File: config.mk
export PLATFORM = sky130hd
export DESIGN_NAME = pc_parallel_port_controller
export DESIGN_NICKNAME = d
export VERILOG_FILES = /design/src/pcpp_pkg.sv /design/src/pc_parallel_port_controller.sv /design/src/pcpp_decode.sv /design/src/pcpp_regs.sv
export SDC_FILE = /design/constraint.sdc
export NUM_CORES = 1
export LEC_CHECK = 0
export BUFFER_PORTS_ARGS = -buffer_cell sky130_fd_sc_hd__buf_4
export CAP_MARGIN = 20
export CORE_ASPECT_RATIO = 1.4
export CORE_UTILIZATION = 59
export CTS_CLUSTER_SIZE = 40
export DETAILED_ROUTE_END_ITERATION = 10
export PLACE_DENSITY = 0.84
export SETUP_SLACK_MARGIN = 0.2
export SLEW_MARGIN = 20
export SYNTH_ARGS = -nofsm -noshare
export SYNTH_HDL_FRONTEND = slang
export SYNTH_HIERARCHICAL = 1
export SYNTH_SLANG_ARGS = --single-unit
File: constraint.sdc
create_clock -name i_clk -period 9.25 [get_ports i_clk]
set_input_delay 1.85 -clock i_clk [delete_from_list [all_inputs] [get_ports i_clk]]
set_output_delay 1.85 -clock i_clk [all_outputs]
set_load 0.02 [all_outputs]
File: src/pcpp_pkg.sv
// ----------------------------------------------------------------------------
// pcpp_pkg: shared types and constants for the parallel port controller
// Item and result word layouts, mode codes, register offsets, port decode.
// ----------------------------------------------------------------------------
package pcpp_pkg;

    // Item modes
    typedef enum logic [1:0] {
        MODE_IO_WR   = 2'd0,
        MODE_IO_RD   = 2'd1,
        MODE_IRQ_SET = 2'd2,
        MODE_TICK    = 2'd3
    } t_mode;

    // Register offsets within a port
    localparam logic [1:0] OFF_DATA   = 2'd0;
    localparam logic [1:0] OFF_STATUS = 2'd1;
    localparam logic [1:0] OFF_CTRL   = 2'd2;

    // Port decode
    localparam int         NUM_PORTS   = 3;
    localparam logic [1:0] PORT_LPT0   = 2'd0;
    localparam logic [1:0] PORT_LPT1   = 2'd1;
    localparam logic [1:0] PORT_LPT2   = 2'd2;
    localparam logic [1:0] NO_PORT     = 2'd3;
    localparam logic [7:0] ADDR_HI_3XX = 8'h03;
    localparam logic [7:0] ADDR_HI_2XX = 8'h02;
    localparam logic [5:0] ADDR_MID_78 = 6'h1E;  // 0x378 / 0x278
    localparam logic [5:0] ADDR_MID_BC = 6'h2F;  // 0x3BC

    // Control register bit that enables the port interrupt
    localparam int CTRL_IRQ_EN_BIT = 4;

    // Input word
    typedef struct packed {
        t_mode       mode;
        logic [15:0] address;
        logic [7:0]  write_data;
        logic [7:0]  status_in;
        logic [7:0]  control_in;
        logic [1:0]  irq_port;
        logic        irq_level;
    } t_in_word;

    // Result word
    typedef struct packed {
        logic       handled;
        logic [7:0] read_data;
        logic [1:0] port_index;
        logic       data_out_valid;
        logic [7:0] data_out;
        logic       control_out_valid;
        logic [3:0] control_out;
        logic       irq_update;
        logic [2:0] irq_lines;
    } t_out_word;

    // Address decode result
    typedef struct packed {
        logic       hit;
        logic [1:0] port;
        logic [1:0] offset;
    } t_dec;

endpackage

File: src/pc_parallel_port_controller.sv
// ----------------------------------------------------------------------------
// pc_parallel_port_controller: three PC parallel ports on an I/O bus
// Input register, address decode and register file, result register.
// ----------------------------------------------------------------------------
//  Channel  Valid        Stall        Word
//  -------  -----------  -----------  -----------------------
//  input    i_in_valid   o_in_stall   i_in_data  (t_in_word)
//  output   o_out_valid  i_out_stall  o_out_data (t_out_word)
//
// One word per cycle sustained while the output is not stalled; each word passes
// through the input register and then the result register.
// The port registers are read and updated for the word in the execute register, so
// back-to-back words see each other's effects in order.
// Synchronous active-low reset clears both stage valids and all port state.
// A stall on the output holds the result and the execute word; o_in_stall
// rises only when both are full.
// ----------------------------------------------------------------------------
module pc_parallel_port_controller
    import pcpp_pkg::*;
(
    input  logic      i_clk,
    input  logic      i_rst_n,
    input  logic      i_in_valid,
    output logic      o_in_stall,
    input  t_in_word  i_in_data,
    output logic      o_out_valid,
    input  logic      i_out_stall,
    output t_out_word o_out_data
);

    logic      r_s1_valid;
    t_in_word  r_s1_word;
    logic      r_out_valid;
    t_out_word r_out_word;

    logic      out_load;
    logic      fire;
    t_dec      dec;
    t_out_word result;

    // Flow control
    assign out_load   = !r_out_valid || !i_out_stall;
    assign o_in_stall = r_s1_valid && !out_load;
    assign fire       = r_s1_valid && out_load;

    pcpp_decode u_decode (
        .i_address (r_s1_word.address),
        .o_dec     (dec)
    );

    pcpp_regs u_regs (
        .i_clk    (i_clk),
        .i_rst_n  (i_rst_n),
        .i_fire   (fire),
        .i_word   (r_s1_word),
        .i_dec    (dec),
        .o_result (result)
    );

    // Input register
    always_ff @(posedge i_clk) begin
        if (!i_rst_n) begin
            r_s1_valid <= 1'b0;
        end else if (!o_in_stall) begin
            r_s1_valid <= i_in_valid;
        end
    end

    always_ff @(posedge i_clk) begin
        if (!o_in_stall && i_in_valid) begin
            r_s1_word <= i_in_data;
        end
    end

    // Result register
    always_ff @(posedge i_clk) begin
        if (!i_rst_n) begin
            r_out_valid <= 1'b0;
        end else if (out_load) begin
            r_out_valid <= r_s1_valid;
        end
    end

    always_ff @(posedge i_clk) begin
        if (fire) begin
            r_out_word <= result;
        end
    end

    assign o_out_valid = r_out_valid;
    assign o_out_data  = r_out_word;

endmodule

File: src/pcpp_decode.sv
// ----------------------------------------------------------------------------
// pcpp_decode: I/O address decoder
// Maps 0x378, 0x278 and 0x3BC blocks to ports 0..2 and splits off the offset.
// ----------------------------------------------------------------------------
module pcpp_decode
    import pcpp_pkg::*;
(
    input  logic [15:0] i_address,
    output t_dec        o_dec
);

    logic [7:0] addr_hi;
    logic [5:0] addr_mid;

    assign addr_hi  = i_address[15:8];
    assign addr_mid = i_address[7:2];

    // Port select from address bits 15:2
    always_comb begin
        o_dec.offset = i_address[1:0];
        o_dec.hit    = 1'b1;
        if (addr_mid == ADDR_MID_78 && addr_hi == ADDR_HI_3XX) begin
            o_dec.port = PORT_LPT0;
        end else if (addr_mid == ADDR_MID_78 && addr_hi == ADDR_HI_2XX) begin
            o_dec.port = PORT_LPT1;
        end else if (addr_mid == ADDR_MID_BC && addr_hi == ADDR_HI_3XX) begin
            o_dec.port = PORT_LPT2;
        end else begin
            o_dec.port = NO_PORT;
            o_dec.hit  = 1'b0;
        end
    end

endmodule

File: src/pcpp_regs.sv
// ----------------------------------------------------------------------------
// pcpp_regs: per-port register file and access logic
// Holds data mirrors, kept control bits, IRQ enables and IRQ requests, and
// forms the result word for the item in the execute register.
// ----------------------------------------------------------------------------
module pcpp_regs
    import pcpp_pkg::*;
(
    input  logic      i_clk,
    input  logic      i_rst_n,
    input  logic      i_fire,
    input  t_in_word  i_word,
    input  t_dec      i_dec,
    output t_out_word o_result
);

    logic [7:0] r_data_mirror [NUM_PORTS];
    logic [1:0] r_ctl_kept    [NUM_PORTS];
    logic       r_irq_en      [NUM_PORTS];
    logic [3:0] r_irq_raised;

    logic [7:0] n_data_mirror [NUM_PORTS];
    logic [1:0] n_ctl_kept    [NUM_PORTS];
    logic       n_irq_en      [NUM_PORTS];
    logic [3:0] n_irq_raised;

    logic [7:0] sel_mirror;
    logic [1:0] sel_kept;
    logic       is_io;

    assign is_io = (i_word.mode == MODE_IO_WR) || (i_word.mode == MODE_IO_RD);

    // Per-port read mux
    always_comb begin
        case (i_dec.port)
            PORT_LPT0: begin
                sel_mirror = r_data_mirror[0];
                sel_kept   = r_ctl_kept[0];
            end
            PORT_LPT1: begin
                sel_mirror = r_data_mirror[1];
                sel_kept   = r_ctl_kept[1];
            end
            PORT_LPT2: begin
                sel_mirror = r_data_mirror[2];
                sel_kept   = r_ctl_kept[2];
            end
            default: begin
                sel_mirror = 8'h00;
                sel_kept   = 2'b00;
            end
        endcase
    end

    // Result word and next state
    always_comb begin
        o_result            = '0;
        o_result.port_index = is_io ? i_dec.port : NO_PORT;
        n_irq_raised        = r_irq_raised;
        for (int i = 0; i < NUM_PORTS; i++) begin
            n_data_mirror[i] = r_data_mirror[i];
            n_ctl_kept[i]    = r_ctl_kept[i];
            n_irq_en[i]      = r_irq_en[i];
        end

        case (i_word.mode)
            MODE_IO_WR: begin
                if (i_dec.hit && i_dec.offset == OFF_DATA) begin
                    o_result.handled        = 1'b1;
                    o_result.data_out_valid = 1'b1;
                    o_result.data_out       = i_word.write_data;
                end else if (i_dec.hit && i_dec.offset == OFF_CTRL) begin
                    o_result.handled           = 1'b1;
                    o_result.control_out_valid = 1'b1;
                    o_result.control_out       = i_word.write_data[3:0];
                end
                for (int i = 0; i < NUM_PORTS; i++) begin
                    if (i_dec.hit && i_dec.port == 2'(i)) begin
                        if (i_dec.offset == OFF_DATA) begin
                            n_data_mirror[i] = i_word.write_data;
                        end else if (i_dec.offset == OFF_CTRL) begin
                            n_ctl_kept[i] = i_word.write_data[5:4];
                            n_irq_en[i]   = i_word.write_data[CTRL_IRQ_EN_BIT];
                        end
                    end
                end
            end
            MODE_IO_RD: begin
                if (i_dec.hit) begin
                    case (i_dec.offset)
                        OFF_DATA: begin
                            o_result.handled   = 1'b1;
                            o_result.read_data = sel_mirror;
                        end
                        OFF_STATUS: begin
                            o_result.handled   = 1'b1;
                            o_result.read_data = i_word.status_in;
                        end
                        OFF_CTRL: begin
                            o_result.handled   = 1'b1;
                            o_result.read_data = i_word.control_in | {2'b00, sel_kept, 4'h0};
                        end
                        default: begin
                            o_result.handled = 1'b0;
                        end
                    endcase
                end
            end
            MODE_IRQ_SET: begin
                n_irq_raised[i_word.irq_port] = i_word.irq_level;
            end
            default: begin
                // tick: line is request AND enable, one line per port
                o_result.irq_update = 1'b1;
                for (int i = 0; i < NUM_PORTS; i++) begin
                    o_result.irq_lines[i] = r_irq_raised[i] & r_irq_en[i];
                end
            end
        endcase
    end

    // State registers, updated when the item moves to the result register
    always_ff @(posedge i_clk) begin
        if (!i_rst_n) begin
            r_irq_raised <= '0;
            for (int i = 0; i < NUM_PORTS; i++) begin
                r_data_mirror[i] <= '0;
                r_ctl_kept[i]    <= '0;
                r_irq_en[i]      <= 1'b0;
            end
        end else if (i_fire) begin
            r_irq_raised <= n_irq_raised;
            for (int i = 0; i < NUM_PORTS; i++) begin
                r_data_mirror[i] <= n_data_mirror[i];
                r_ctl_kept[i]    <= n_ctl_kept[i];
                r_irq_en[i]      <= n_irq_en[i];
            end
        end
    end

endmodule
After elaboration in Yosys (flattened, before gate mapping)
Memory sizes are Yosys's and may differ from the RTL's. Cells that the tools add are included.

Memories: 3. Output and inout port bits: 31. Bits in writable memories: 33. Word-level logic and storage cells: 137. Register bits after elaboration: 80.

Memories: u_regs.r_data_mirror (depth 3, width 8, read ports 3, clocked after memory_dff 0, write ports 3, line pcpp_regs.sv:17) `logic [7:0] r_data_mirror [NUM_PORTS];`; u_regs.r_ctl_kept (depth 3, width 2, read ports 3, clocked after memory_dff 0, write ports 3, line pcpp_regs.sv:18) `logic [1:0] r_ctl_kept [NUM_PORTS];`; u_regs.r_irq_en (depth 3, width 1, read ports 3, clocked after memory_dff 0, write ports 3, line pcpp_regs.sv:19) `logic r_irq_en [NUM_PORTS];`.

Order comparisons: 2. Bitwise gates (word level): 15. Muxes and demuxes: 60. Eq/ne operators: 10. Reduce and logical (&&, ||, !) cells: 28.

Operators with widths (count): $mux 8 (9); $pmux 8 s3 (2); $mux 2 (14); $mux 1 (24); $mux 24 (1); $mux 9 (2); $eq 8x2->1 const B (2); $logic_and 1x1->1 (12); $or 1x1->1 (9); $reduce_or 3->1 (3); $or 8x6->8 (1); $eq 2x1->1 const B (3); $eq 2x2->1 const B (3); $eq 6x5->1 const B (1); $eq 6x6->1 const B (1); $logic_not 2->1 (3); $mux 6 (1); $pmux 2 s3 (1); $reduce_and 2->1 (3); $mux 5 (1); $bwmux 4 (1); $logic_not 1->1 (4); $mux 4 (1); $and 1x1->1 (3); 8 further kinds (10).

Logic depth before layout (Yosys ltp)
Word-level depth: 11. Gate-level depth with buffers: 8.

Cells and area by module
The synthesis kept the hierarchy.

By module, submodules not included: pc_parallel_port_controller (sequential area each 2262.2 µm², cells each 82, times used 1, area an instance 2306.0 µm²); pcpp_regs (sequential area each 960.9 µm², cells each 156, times used 1, area an instance 1805.5 µm²); pcpp_decode (sequential area each 0.0 µm², cells each 11, times used 1, area an instance 97.6 µm²).

Worst setup path before layout
Ideal clock, no wire load.

Kind: in2reg. Start: input port i_out_stall. End: memory u_regs.r_data_mirror[1][2] (netlist: u_regs/r_data_mirror[0][10]), enable pin. Data arrival time: 5.181 ns. Data required time: 8.880 ns. Path buffers: 1. Setup slack: 3.699 ns. Stages on the path: 5. Library setup time: 0.370 ns. Path through: a21boi_0 > clkbuf_1 > nor3b_1 > a21boi_0 > nor2_1.

RTL lines: from (decl) (line pc_parallel_port_controller.sv:27) `input logic i_out_stall,`; to (decl) (line pcpp_regs.sv:17).

Worst setup path after layout
Start: input port i_out_stall. End: output port o_in_stall.

Word-level cells in the longest chain between the ends: 4.

RTL lines: $logic_not 1->1 (line pc_parallel_port_controller.sv:42) `assign out_load = !r_out_valid || !i_out_stall;`; $logic_or 1x1->1 (line pc_parallel_port_controller.sv:42); $logic_not 1->1 (line pc_parallel_port_controller.sv:43) `assign o_in_stall = r_s1_valid && !out_load;`; $logic_and 1x1->1 (line pc_parallel_port_controller.sv:43); to (decl) (line pc_parallel_port_controller.sv:24) `output logic o_in_stall,`.

Every way passes these cells.

==> results.sh <==
export IMPL_status="finished, final reports clean"
export IMPL_num_rows=36
export IMPL_root_buffer="clkbuf_8"
export IMPL_cp_num_buf_inv=2
export IMPL_syn_to_final_growth_pct=21.91
export IMPL_worstReg2RegEnd="u_regs/r_data_mirror[0][10]"
export IMPL_synthMuxAreaShare=0.03597
export IMPL_numCtsBuffers=9
export IMPL_synth_fa_ha_area_frac=0
export IMPL_routed_wirelength_um=7423
export IMPL_cts_max_level=3
export IMPL_synth_compound_area_frac=0.06926
export IMPL_power_mw=0.9651
export IMPL_synth_top_flop_cell="edfxtp_1"
export IMPL_powerDensity_mw_per_mm2=188.1
export IMPL_cts_buffer_depth=2
export IMPL_synthArstFlopShare=0
export IMPL_grt_pass1_vias=2337
export IMPL_netlist_instances=249
export IMPL_numPortBuffers=79
export IMPL_crit_path_top_delay_cell="and3_4"
export IMPL_hp_class="flop to flop"
export IMPL_crit_type="primary input to primary output"
export IMPL_tritoncts="done"
export IMPL_synth_xor_area_frac=0
export IMPL_die_h_um=101.9
export IMPL_hold_path_cell_count=2
export IMPL_fin_crit_ns=4.181
export IMPL_finalSetupViolCount=0
export IMPL_synth_edf_count=104
export IMPL_numPlacedInstances=414
export IMPL_cts_repair_resize_count=0
export IMPL_pin_count=80
export IMPL_yosys_area_top_type="edfxtp_1"
export IMPL_ys_seq_area_frac=0.7658
export IMPL_critPathRequiredTime_ns=7.40
export IMPL_postCtsSetupBuffers=0
export IMPL_holdBufCountCts=0
export IMPL_slew_viol_final=0
export IMPL_yosysWarnings=6
export IMPL_wl_per_cell_um=17.26
export IMPL_rrSetupSlack_ns=5.91
export IMPL_rsz0062_at_grt="false"
export IMPL_fmax_ghz=0.2392
export IMPL_ir_drop_uv=133.2
export IMPL_ant_nets=0
export IMPL_clk_latency_ns=0.36
export IMPL_cellLeakagePower_nw=1.972
export IMPL_grt_overflow=0
export IMPL_die_width_um=73.39
export IMPL_whs_ns=0.5347
export IMPL_core_sq_mm=0.006937
export IMPL_synthTopCellsByArea="edfxtp_1 74%, dfxtp_1 2.4%, and2_1 1.9%"
export IMPL_pwr_share_clk=0.334
export IMPL_via_per_inst=5.598
export IMPL_grt_pass1_wl_um=11470
export IMPL_maxCapViolations=0
export IMPL_p_comb_frac=0.066
export IMPL_layout_drive_gt1_share=0.3373
export IMPL_slew_headroom=0.4007
export IMPL_post_route_period_util=0.4520
export IMPL_pwr_share_seq=0.601
export IMPL_p_int_mw=0.7772
export IMPL_synth_top_family_by_area="simple AND/OR/NAND/NOR gates"
export IMPL_fin_tns_setup_ns=0
export IMPL_cp_slowest_stage_delay_ns=0.19
export IMPL_switching_power_mw=0.1879
export IMPL_n_antenna_cell=0
export IMPL_antenna_found_initial=0
export IMPL_worstMarginPinSlew_ns=0.8915
export IMPL_synth_area_sq_mm=0.004209
export IMPL_crit_arrival_ns=2.33
export IMPL_worstPathCellList="buf_4 -> and3_4 -> buf_4"
export IMPL_hold_viol_final=0
export IMPL_dp_hpwl_um=5083
export IMPL_drt_iter0_drc=230
export IMPL_worstRegToRegCells=6
export IMPL_cp_start_kind="primary input"
export IMPL_start_util=0.6068
export IMPL_drc=0
export IMPL_path_clk_slew_ns=0.08
export IMPL_instances_no_fill=430
export IMPL_power_share_switching=0.1947
export IMPL_nFillCells=460
export IMPL_finClkSkew_ns=0.007856
export IMPL_ys_top_cells_by_count="104 x edfxtp_1, 13 x a21oi_1, 13 x and2_1, 13 x nand2_1, 11 x and3_1"
export IMPL_worstPathMaxFanout=3
export IMPL_cp_end_kind="primary output"
export IMPL_synthMostInstantiatedCell="edfxtp_1"
export IMPL_grt_max_degree=41
export IMPL_ys_ff_latch=109
export IMPL_track_usage=0.2170
export IMPL_crit_top_cell="buf_4"
export IMPL_synth_fp_nets=298
export IMPL_dieArea_sq_mm=0.007481
export IMPL_r2r_start="r_s1_word[38]"
export IMPL_synth_simple_area_share=0.1043
export IMPL_critPathTopFamily="buffers and inverters"
export IMPL_syn_avg_cell_area_sq_um=16.90
export IMPL_min_delay_start="u_regs/r_irq_raised[2]"
export IMPL_gp_congestion=0.7967
export IMPL_vias=2407
export IMPL_cts_sinks=109
export IMPL_ys_types=39
export IMPL_synth_top_area_frac=0.7420
export IMPL_hold_end="u_regs/r_irq_raised[2]"
export IMPL_final_nets=379
export IMPL_dr_pass1_iters=4
worst min-delay path, delay by kind of cell, from the launching register on:
kind | cells | cell delay, ns
flip-flops | 1 | 0.32
multiplexers | 1 | 0.12
AND/OR/NAND/NOR | 1 | 0.06
worst max-delay path by stage:
stage	startpoint	to	slack (ns)	cells past startpoint
5_1_grt	i_out_stall	o_in_stall	5.06	3
6_report	i_out_stall	o_in_stall	5.07	3
3_3_place_gp	i_out_stall	o_in_stall	5.08	3
2_1_floorplan	i_out_stall	u_regs/r_data_mirror[0][10]	3.70	5
4_1_cts	i_out_stall	o_in_stall	5.07	3
3_5_place_dp	i_out_stall	o_in_stall	5.07	3
state kept, by name (all words and copies together), names as in the netlist:
signal                cells
r_s1_word                45
o_out_data               29
u_regs/r_data_mirror     24
u_regs/r_ctl_kept         6
u_regs/r_irq_raised       3
o_out_valid               1
r_s1_valid                1
per-stage QoR:
stage          utilization  cell area [sq um]  setup WS (ns)
2_1_floorplan            -               4209          3.699
3_3_place_gp        0.7026               4873          5.081
3_5_place_dp        0.7065               4901          5.070
4_1_cts             0.7397               5131          5.069
5_1_grt             0.7397               5131          5.059
6_report            0.7397               5131          5.069
layer usage:
metal	vias to the layer above	part of all wire	wire length (um)	GRT usage
li1	1111	-	-	-
met1	1187	0.37	2777	0.2526
met2	92	0.55	4094	0.3668
met3	17	0.042	314	0.04438
met4	0	0.032	236	0.1346
met5	-	0	0	0
cells in the final DEF, fill, tap and decap left out, types with 7 or more instances in the layout:
cell / instances
nor2b_1: 7
edfxtp_1: 104
inv_1: 8
and2_1: 13
nand2_1: 13
buf_4: 80
and3_1: 11
nor2_1: 7
clkbuf_8: 9
a21oi_1: 13
layout make-up:
class / instances / area, sq um / area share
clock buffer: 11 / 131.4 / 0.02560
clock inverter: 5 / 98.84 / 0.01926
inverter: 8 / 30.03 / 0.005852
multi-input combinational: 121 / 900.9 / 0.1756
sequential: 109 / 3223 / 0.6281
tap: 95 / 118.9 / 0.02317
timing repair buffer: 81 / 628.1 / 0.1224
logic make-up (layout without fill, tap and decap cells):
kind of cell / count (synthesis) / after routing
flops: 109 / 109
simple gates: 70 / 70
compound gates: 38 / 38
mux: 13 / 13
buf+inv: 19 / 105
power groups by stage:
| stage | combinational (mW) | sequential (mW) | clock [mW] |
|---|---|---|---|
| 2_1_floorplan | 0.0244 | 0.594 | 0 |
| 3_3_place_gp | 0.0603 | 0.590 | 0 |
| 3_5_place_dp | 0.0638 | 0.591 | 0 |
| 4_1_cts | 0.0641 | 0.580 | 0.326 |
| 5_1_grt | 0.0686 | 0.582 | 0.341 |
| 6_report | 0.0636 | 0.580 | 0.322 |
No activity file was read; power rests on OpenSTA's default activity.
